### src/hw/rtl/srde_pkg.sv
package srde_pkg;

  // Radix codes as they appear on the radix_kind output.
  localparam logic [1:0] KIND_BIN = 2'd0;
  localparam logic [1:0] KIND_OCT = 2'd1;
  localparam logic [1:0] KIND_HEX = 2'd2;
  localparam logic [1:0] KIND_BCD = 2'd3;

  // Mode codes on the func input.
  localparam logic [2:0] FUNC_ALL = 3'd4;

  // Controller states.
  typedef enum logic [3:0] {
    ST_IDLE   = 4'b0001,
    ST_PREP   = 4'b0010,
    ST_DABBLE = 4'b0100,
    ST_SCAN   = 4'b1000
  } srde_state_e;

  // Commands from the controller to the datapath.
  typedef struct packed {
    logic load;       // Capture a new input transaction.
    logic prep;       // Set up the conversion of the current radix.
    logic dabble;     // One double-dabble step.
    logic skip;       // Drop one leading zero digit.
    logic skip4;      // Drop four leading zero binary digits.
    logic emit;       // Send the top digit to the output register.
    logic next_kind;  // Advance to the next radix in the all mode.
  } srde_cmd_t;

  // Status from the datapath to the controller.
  typedef struct packed {
    logic func_bad;     // Mode code has no meaning.
    logic kind_is_bcd;  // Current radix is decimal.
    logic dd_done;      // Last double-dabble step is in progress.
    logic skip_ok;      // Top digit is a leading zero that may be dropped.
    logic skip4_ok;     // Four leading binary zeros may be dropped at once.
    logic cnt_one;      // Only one digit position remains.
    logic out_free;     // Output register can take a digit this cycle.
    logic more_kinds;   // Another radix follows in the all mode.
  } srde_status_t;

endpackage

### src/hw/rtl/signed_radix_digit_emitter.sv
// Signed radix digit emitter.
//
// The input channel (in_valid_i / in_stall_o) takes a two's complement value
// and a mode: binary, octal, hex, BCD decimal, or all four in that order.
// Unused mode codes are consumed and produce nothing. The output channel
// (out_valid_o / out_stall_i) returns one digit per transaction, most
// significant first, with leading zeros dropped; a zero value gives one 0.
// Each digit carries its radix, the sign, an end-of-number flag and a flag
// on the last digit of the input transaction.
//
// One input transaction is worked on at a time. After the accept, each
// conversion runs a setup step; a BCD conversion then runs VALUE_WIDTH
// double-dabble steps. Leading zeros are then dropped one digit at a time
// (binary zeros four at a time where possible), and the digits are emitted.
// Reset empties the output register and returns the controller to idle.
// A stall on the output holds the current digit; the block then waits with
// the next digit, and takes a new input once its last digit is registered.
module signed_radix_digit_emitter #(
  parameter int VALUE_WIDTH = 32
) (
  input  logic                   clk_i,
  input  logic                   rst_ni,
  input  logic                   in_valid_i,
  output logic                   in_stall_o,
  input  logic [VALUE_WIDTH-1:0] value_i,
  input  logic [2:0]             func_i,
  output logic                   out_valid_o,
  input  logic                   out_stall_i,
  output logic [3:0]             digit_o,
  output logic [1:0]             radix_kind_o,
  output logic                   negative_o,
  output logic                   end_of_number_o,
  output logic                   last_o
);
  import srde_pkg::*;

  srde_cmd_t    cmd;
  srde_status_t status;
  logic         busy;

  // Sequencer.
  srde_ctrl u_ctrl (
    .clk_i      (clk_i),
    .rst_ni     (rst_ni),
    .in_valid_i (in_valid_i),
    .status_i   (status),
    .cmd_o      (cmd),
    .busy_o     (busy)
  );

  // Digit datapath and output register.
  srde_dp #(
    .VALUE_WIDTH (VALUE_WIDTH)
  ) u_dp (
    .clk_i           (clk_i),
    .rst_ni          (rst_ni),
    .cmd_i           (cmd),
    .status_o        (status),
    .value_i         (value_i),
    .func_i          (func_i),
    .out_stall_i     (out_stall_i),
    .out_valid_o     (out_valid_o),
    .digit_o         (digit_o),
    .radix_kind_o    (radix_kind_o),
    .negative_o      (negative_o),
    .end_of_number_o (end_of_number_o),
    .last_o          (last_o)
  );

  assign in_stall_o = busy;

endmodule

### src/hw/rtl/srde_ctrl.sv
module srde_ctrl (
  input  logic                  clk_i,
  input  logic                  rst_ni,
  input  logic                  in_valid_i,
  input  srde_pkg::srde_status_t status_i,
  output srde_pkg::srde_cmd_t   cmd_o,
  output logic                  busy_o
);
  import srde_pkg::*;

  srde_state_e state_q, state_d;

  // Next state and command decode.
  always_comb begin
    state_d = state_q;
    cmd_o   = '0;
    case (state_q)
      ST_IDLE: begin
        if (in_valid_i) begin
          cmd_o.load = 1'b1;
          state_d    = ST_PREP;
        end
      end
      ST_PREP: begin
        if (status_i.func_bad) begin
          state_d = ST_IDLE;
        end else begin
          cmd_o.prep = 1'b1;
          state_d    = status_i.kind_is_bcd ? ST_DABBLE : ST_SCAN;
        end
      end
      ST_DABBLE: begin
        cmd_o.dabble = 1'b1;
        if (status_i.dd_done) begin
          state_d = ST_SCAN;
        end
      end
      ST_SCAN: begin
        if (status_i.skip_ok) begin
          if (status_i.skip4_ok) begin
            cmd_o.skip4 = 1'b1;
          end else begin
            cmd_o.skip = 1'b1;
          end
        end else if (status_i.out_free) begin
          cmd_o.emit = 1'b1;
          if (status_i.cnt_one) begin
            if (status_i.more_kinds) begin
              cmd_o.next_kind = 1'b1;
              state_d         = ST_PREP;
            end else begin
              state_d = ST_IDLE;
            end
          end
        end
      end
      default: begin
        state_d = ST_IDLE;
      end
    endcase
  end

  // State register.
  always_ff @(posedge clk_i or negedge rst_ni) begin
    if (!rst_ni) begin
      state_q <= ST_IDLE;
    end else begin
      state_q <= state_d;
    end
  end

  assign busy_o = (state_q != ST_IDLE);

endmodule

### src/hw/rtl/srde_dp.sv
module srde_dp #(
  parameter int VALUE_WIDTH = 32
) (
  input  logic                     clk_i,
  input  logic                     rst_ni,
  input  srde_pkg::srde_cmd_t      cmd_i,
  output srde_pkg::srde_status_t   status_o,
  input  logic [VALUE_WIDTH-1:0]   value_i,
  input  logic [2:0]               func_i,
  input  logic                     out_stall_i,
  output logic                     out_valid_o,
  output logic [3:0]               digit_o,
  output logic [1:0]               radix_kind_o,
  output logic                     negative_o,
  output logic                     end_of_number_o,
  output logic                     last_o
);
  import srde_pkg::*;

  // Widths of the digit shifter and the decimal register.
  localparam int BCD_DIGITS = (VALUE_WIDTH * 30103) / 100000 + 1;
  localparam int BW         = 4 * BCD_DIGITS;
  localparam int PW         = ((VALUE_WIDTH + 11) / 12) * 12;
  localparam int SW_RAW     = (PW > BW) ? PW : BW;
  localparam int SW         = ((SW_RAW + 11) / 12) * 12;
  localparam int CW         = $clog2(SW + 1);
  localparam int DW         = $clog2(VALUE_WIDTH + 1);

  localparam logic [CW-1:0] CNT_BIN = CW'(SW);
  localparam logic [CW-1:0] CNT_OCT = CW'(SW / 3);
  localparam logic [CW-1:0] CNT_HEX = CW'(SW / 4);
  localparam logic [CW-1:0] CNT_FOUR = CW'(4);
  localparam logic [DW-1:0] DD_STEPS = DW'(VALUE_WIDTH);

  logic [VALUE_WIDTH-1:0] mag_q, mag_d;
  logic                   neg_q, neg_d;
  logic [2:0]             func_q, func_d;
  logic                   all_q, all_d;
  logic [1:0]             kind_q, kind_d;
  logic [SW-1:0]          sh_q, sh_d;
  logic [CW-1:0]          cnt_q, cnt_d;
  logic                   started_q, started_d;
  logic [VALUE_WIDTH-1:0] mq_q, mq_d;
  logic [BW-1:0]          bcd_q, bcd_d;
  logic [DW-1:0]          dd_cnt_q, dd_cnt_d;
  logic [BW-1:0]          bcd_adj;
  logic [3:0]             top_digit;
  logic [SW-1:0]          sh_step;
  logic [CW-1:0]          cnt_init;
  logic                   out_valid_q, out_valid_d;
  logic                   out_free;

  // Top digit of the shifter in the current radix.
  always_comb begin
    case (kind_q)
      KIND_BIN: top_digit = {3'b000, sh_q[SW-1]};
      KIND_OCT: top_digit = {1'b0, sh_q[SW-1 -: 3]};
      default:  top_digit = sh_q[SW-1 -: 4];
    endcase
  end

  // Shifter advanced by one digit, and the digit count for each radix.
  always_comb begin
    case (kind_q)
      KIND_BIN: begin
        sh_step  = {sh_q[SW-2:0], 1'b0};
        cnt_init = CNT_BIN;
      end
      KIND_OCT: begin
        sh_step  = {sh_q[SW-4:0], 3'b000};
        cnt_init = CNT_OCT;
      end
      default: begin
        sh_step  = {sh_q[SW-5:0], 4'b0000};
        cnt_init = CNT_HEX;
      end
    endcase
  end

  // Add-three correction on every decimal digit before the shift.
  always_comb begin
    for (int i = 0; i < BCD_DIGITS; i++) begin
      if (bcd_q[4*i +: 4] >= 4'd5) begin
        bcd_adj[4*i +: 4] = bcd_q[4*i +: 4] + 4'd3;
      end else begin
        bcd_adj[4*i +: 4] = bcd_q[4*i +: 4];
      end
    end
  end

  assign out_free = !out_valid_q || !out_stall_i;

  // Status toward the controller.
  always_comb begin
    status_o.func_bad    = (func_q > FUNC_ALL);
    status_o.kind_is_bcd = (kind_q == KIND_BCD);
    status_o.dd_done     = (dd_cnt_q == DW'(1));
    status_o.cnt_one     = (cnt_q == CW'(1));
    status_o.skip_ok     = !started_q && (top_digit == 4'd0) && (cnt_q != CW'(1));
    status_o.skip4_ok    = (kind_q == KIND_BIN) && (sh_q[SW-1 -: 4] == 4'd0)
                           && (cnt_q > CNT_FOUR);
    status_o.out_free    = out_free;
    status_o.more_kinds  = all_q && (kind_q != KIND_BCD);
  end

  // Conversion registers.
  always_comb begin
    mag_d     = mag_q;
    neg_d     = neg_q;
    func_d    = func_q;
    all_d     = all_q;
    kind_d    = kind_q;
    sh_d      = sh_q;
    cnt_d     = cnt_q;
    started_d = started_q;
    mq_d      = mq_q;
    bcd_d     = bcd_q;
    dd_cnt_d  = dd_cnt_q;
    if (cmd_i.load) begin
      neg_d  = value_i[VALUE_WIDTH-1];
      mag_d  = value_i[VALUE_WIDTH-1] ? (~value_i + VALUE_WIDTH'(1)) : value_i;
      func_d = func_i;
      all_d  = (func_i == FUNC_ALL);
      kind_d = (func_i == FUNC_ALL) ? KIND_BIN : func_i[1:0];
    end
    if (cmd_i.prep) begin
      started_d = 1'b0;
      if (kind_q == KIND_BCD) begin
        mq_d     = mag_q;
        bcd_d    = '0;
        dd_cnt_d = DD_STEPS;
      end else begin
        sh_d  = SW'(mag_q);
        cnt_d = cnt_init;
      end
    end
    if (cmd_i.dabble) begin
      bcd_d    = {bcd_adj[BW-2:0], mq_q[VALUE_WIDTH-1]};
      mq_d     = {mq_q[VALUE_WIDTH-2:0], 1'b0};
      dd_cnt_d = dd_cnt_q - DW'(1);
      if (dd_cnt_q == DW'(1)) begin
        sh_d  = SW'({bcd_adj[BW-2:0], mq_q[VALUE_WIDTH-1]});
        cnt_d = CNT_HEX;
      end
    end
    if (cmd_i.skip4) begin
      sh_d  = {sh_q[SW-5:0], 4'b0000};
      cnt_d = cnt_q - CNT_FOUR;
    end
    if (cmd_i.skip || cmd_i.emit) begin
      sh_d  = sh_step;
      cnt_d = cnt_q - CW'(1);
    end
    if (cmd_i.emit) begin
      started_d = 1'b1;
    end
    if (cmd_i.next_kind) begin
      kind_d = kind_q + 2'd1;
    end
  end

  always_ff @(posedge clk_i) begin
    mag_q    <= mag_d;
    neg_q    <= neg_d;
    func_q   <= func_d;
    all_q    <= all_d;
    kind_q   <= kind_d;
    sh_q     <= sh_d;
    cnt_q    <= cnt_d;
    mq_q     <= mq_d;
    bcd_q    <= bcd_d;
    dd_cnt_q <= dd_cnt_d;
  end

  always_ff @(posedge clk_i or negedge rst_ni) begin
    if (!rst_ni) begin
      started_q <= 1'b0;
    end else begin
      started_q <= started_d;
    end
  end

  // Output register: holds a digit until the receiver takes it.
  always_comb begin
    if (cmd_i.emit) begin
      out_valid_d = 1'b1;
    end else if (out_stall_i) begin
      out_valid_d = out_valid_q;
    end else begin
      out_valid_d = 1'b0;
    end
  end

  always_ff @(posedge clk_i or negedge rst_ni) begin
    if (!rst_ni) begin
      out_valid_q <= 1'b0;
    end else begin
      out_valid_q <= out_valid_d;
    end
  end

  always_ff @(posedge clk_i) begin
    if (cmd_i.emit) begin
      digit_o         <= top_digit;
      radix_kind_o    <= kind_q;
      negative_o      <= neg_q;
      end_of_number_o <= (cnt_q == CW'(1));
      last_o          <= (cnt_q == CW'(1)) && !(all_q && (kind_q != KIND_BCD));
    end
  end

  assign out_valid_o = out_valid_q;

endmodule

### config.mk
export PLATFORM = sky130hd
export DESIGN_NAME = signed_radix_digit_emitter
export DESIGN_NICKNAME = d
export VERILOG_FILES = /design/src/hw/rtl/srde_pkg.sv /design/src/hw/rtl/signed_radix_digit_emitter.sv /design/src/hw/rtl/srde_ctrl.sv /design/src/hw/rtl/srde_dp.sv
export SDC_FILE = /design/constraint.sdc
export NUM_CORES = 1
export LEC_CHECK = 0
export BUFFER_PORTS_ARGS = -buffer_cell sky130_fd_sc_hd__buf_2
export CORE_ASPECT_RATIO = 0.6
export CORE_UTILIZATION = 66
export DETAILED_ROUTE_END_ITERATION = 7
export PLACE_DENSITY = 0.85
export SLEW_MARGIN = 20
export SYNTH_ARGS = -nofsm -noshare
export SYNTH_HDL_FRONTEND = slang
export SYNTH_SLANG_ARGS = --single-unit
export TNS_END_PERCENT = 30
### constraint.sdc
create_clock -name clk_i -period 9.7 [get_ports clk_i]
set_input_delay 0.97 -clock clk_i [delete_from_list [all_inputs] [get_ports clk_i]]
set_output_delay 0.97 -clock clk_i [all_outputs]
set_load 0.01 [all_outputs]
==> key figures <==
Cells and area
  • Area growth syn-to-layout: 10.1%
  • Fin util: 75.4%
  • Final Instance Area: between 10000 and 15000 um^2
  • Diodes inserted: 0
  • Ratio of cells with drive above 1 in the final layout: 15.1%
  • Fin nets: between 1000 and 1500

Clock network
  • Post-CTS Setup Bufs: 0
  • Cts hold-fix bufs: 0
  • CTS tree: yes
  • Clock transition at path regs: 0.08 ns
  • Num CTS Buffers: 17
  • CTS Sinks: 186
  • Clk buf depth: 2
  • Root Driver: clkbuf_16
  • CTS resizes: 0
  • H-tree depth: 4
  • Clk_lat worst skew: roughly 0.44 ns

Setup path
  • Worst setup path start: u_dp.kind_q[1]
  • Worst reg2reg path startpoint: u_dp.kind_q[1]
  • Crit path top cell by count: nor3_1
  • Max incr delay on CP: approximately 0.88 ns
  • Crit-path max FO: 55
  • CP max-delay cell: ha_2
  • CP Class: reg2reg
  • Startpoint Class: flip-flop
  • Worst reg-to-reg setup slack: 6.10 ns
  • Req. time, crit path: 10.05 ns
  • CP Capture Type: flip-flop
  • Worst EP arrival: 3.95 ns
  • CP Cell Sequence: inv_1 -> ha_2 -> nand2b_1 -> a21oi_1 -> o211ai_1 -> nor2_2 -> buf_4 -> nor3_1 -> nor3_1

Flow run
  • Max Cap Viol: 0

STA
  • Setup TNS: 0 ns
  • Final Skew: roughly 0.016 ns
  • RSZ-0062 raised after global routing: no
  • Fmax: about 280 MHz
  • Actual slew at the worst max-slew pin: between 1 and 1.5 ns
  • Worst hold slack: approximately 0.35 ns
  • Worst setup margin: 6.10 ns
  • Final Cycle Share: 37.1%
  • Final setup violation count: 0
  • Final Hold Viols: 0
  • Relative slew margins: roughly a quarter
  • Slew Limit Fails: 0
  • Post-layout minimum cycle time: 3.60 ns

Power and ir drop
  • Peak supply drop: 0.134 mV
  • Power per standard cell area: 230 nW/um^2
  • P_int: 1680 uW
  • Clock Power Share: around 28%
  • Leakage dissipation: 0.00396 uW
  • Switching pwr: between 800 and 900 uW
  • Switching share of power: between 30 and 40%
  • Reg power frac: a little under half
  • Combinational share of power: 24.2%

Synthesis
  • Register area share after synthesis: between 50% and 60%
  • Mean Syn Cell Area: 10.4 um^2
  • Ys Warns: 0
  • Largest family of logic cells by synthesized area: compound AO/OA/AOI/OAI gates
  • Adder-cell area share of the yosys netlist: under 10%
  • Area fraction in compound gates after synthesis: 21.9%
  • Xor and xnor area share after synthesis: 3.92%
  • Top post-synthesis cells by area: edfxtp_1, dfxtp_1, a21oi_1
  • Most frequent cells after synthesis: edfxtp_1, nand2_1, a21oi_1, o21ai_0, nor2_1
  • Post-synth top flop: edfxtp_1
  • EDFF count, synth: approximately 130
  • Ys async rst share: 3.23%
  • Yosys reg bits: approximately 190
  • Synth area leader: edfxtp_1
  • Yosys top cell area share: 38.0%
  • Synth cell types: 57
  • Synth Instances: 965
  • Mapped Area: approximately 10000 um^2
  • Post-synthesis mux area share: 4.63%
  • Simple logic cell fraction of the synthesized area: 11.9%
  • Most instantiated library cell after synthesis: edfxtp_1
  • Syn Nets: 1037

Drt
  • Via-to-Cell Ratio: 6.63
  • Post-route ant nets: 0
  • DRT Wirelength: 23700 um
  • Mean routed wirelength per cell: just under 20 um
  • DR DRC count: 0
  • TritonRoute pass-1 iters: 6
  • Initial DRC Count: 1001
  • Via count: 7958

Global route
  • Remaining global-route overflow: 0
  • Largest net degree at the start of global routing: 78
  • Initial antenna violation count: 0
  • Vias in the first global route: ~7400
  • First-pass GRT wire length: 38500 um
  • Gr usage total: 31.1%

Placed design
  • Gpl congestion: 0.856
  • Placed cell area: 10500 um^2
  • # port buffers: 49
  • DP Worst Slack: 6.13 ns
  • Dpl hpwl: 15500 um

Floorplan
  • I/O Pins: 50
  • Initial Util: 68.5%
  • Core ar.: ~15000 um^2
  • Num rows: 34
  • Die width: 161 um
  • Die Footprint: 15700 um^2
  • Die Ht: 97.6 um

Status
  • Outcome: completed

Worst hold path
  • Hold WC Path Type: in2async
-- per-stage QoR --
stage,total power (uW),std cells
3_3_place_gp,1780,1168
2_1_floorplan,1610,965
5_1_grt,2660,1200
4_1_cts,2520,1200
6_report,2540,1200
3_5_place_dp,1800,1168
-- critical path: cells and delay by family, from the launching register on --
family,cells,cell delay [ns]
adders and majority gates,1,0.88
and+or+nand+nor,4,1.12
DFF,1,0.45
AOI/OAI and AO/OA,2,0.50
buffers and inverters,2,0.55
-- layout by cell type (no fill, tap or decap), drive strengths merged, types with 9 or more instances in the layout --
| master | count |
|---|---|
| xnor2 | 43 |
| nor3 | 13 |
| a22o | 39 |
| o21ai | 74 |
| dfxtp | 53 |
| clkbuf | 18 |
| nor3b | 19 |
| mux2 | 36 |
| nor2 | 58 |
| nand2 | 98 |
| a21oi | 83 |
| a22oi | 44 |
| and2 | 9 |
| a221o | 36 |
| ha | 33 |
| nand2b | 17 |
| edfxtp | 127 |
| inv | 46 |
| buf | 62 |
-- sequential cells by signal, summed over array words and instances (netlist names), 2 cells and up --
register,count
u_ctrl.state_q,4
u_dp.bcd_q,40
u_dp.cnt_q,6
u_dp.dd_cnt_q,6
u_dp.digit_o,4
u_dp.func_q,3
u_dp.kind_q,2
u_dp.mag_q,32
u_dp.mq_q,32
u_dp.radix_kind_o,2
u_dp.sh_q,48
-- cell type report --
| class | instances | area [um^2] |
|---|---|---|
| clock buffers | 18 | 439 |
| clock inverters | 14 | 170 |
| fillers | 982 | 3610 |
| inverters | 36 | 135 |
| multi-input cells | 686 | 4700 |
| flip-flops and latches | 186 | 5030 |
| well taps | 198 | 248 |
| repair buffers | 62 | 343 |
-- worst paths after layout --
path	endpoint	cells past startpoint
worst min register to register	u_dp.negative_o	0
worst max-delay path	u_dp.cnt_q[5]	9
max in group asynchronous	u_ctrl.state_q[0]	1
min in group clk_i	u_dp.negative_o	0
worst min-delay path	u_ctrl.state_q[1]	1
worst max register to register	u_dp.cnt_q[5]	9
-- power by group through the flow --
stage               clock [uW]  sequential (uW)  combinational, uW
finish                     718             1210                616
global route               758             1220                681
CTS                        723             1190                606
detailed placement           0             1210                596
global placement             0             1200                572
floorplan                    0             1140                472
-- routing by layer --
metal | GRT usage, % | vias to the layer above | wire length, um
met2 | 46.0 | 418 | 10500
met5 | 0 | - | 0
met3 | 6.02 | 26 | 2330
met1 | 46.9 | 3838 | 10600
li1 | - | 3676 | -
met4 | 8.13 | 0 | 263
-- kinds of logic after synthesis --
family	after synthesis
AND/OR/NAND/NOR	244
buffers and inverters	93
AO/OA/AOI/OAI	322
multiplexers	42
adder cells (fa/ha/maj)	33
XOR/XNOR	45
flip-flops	186
No activity file was read; power rests on OpenSTA's default activity.
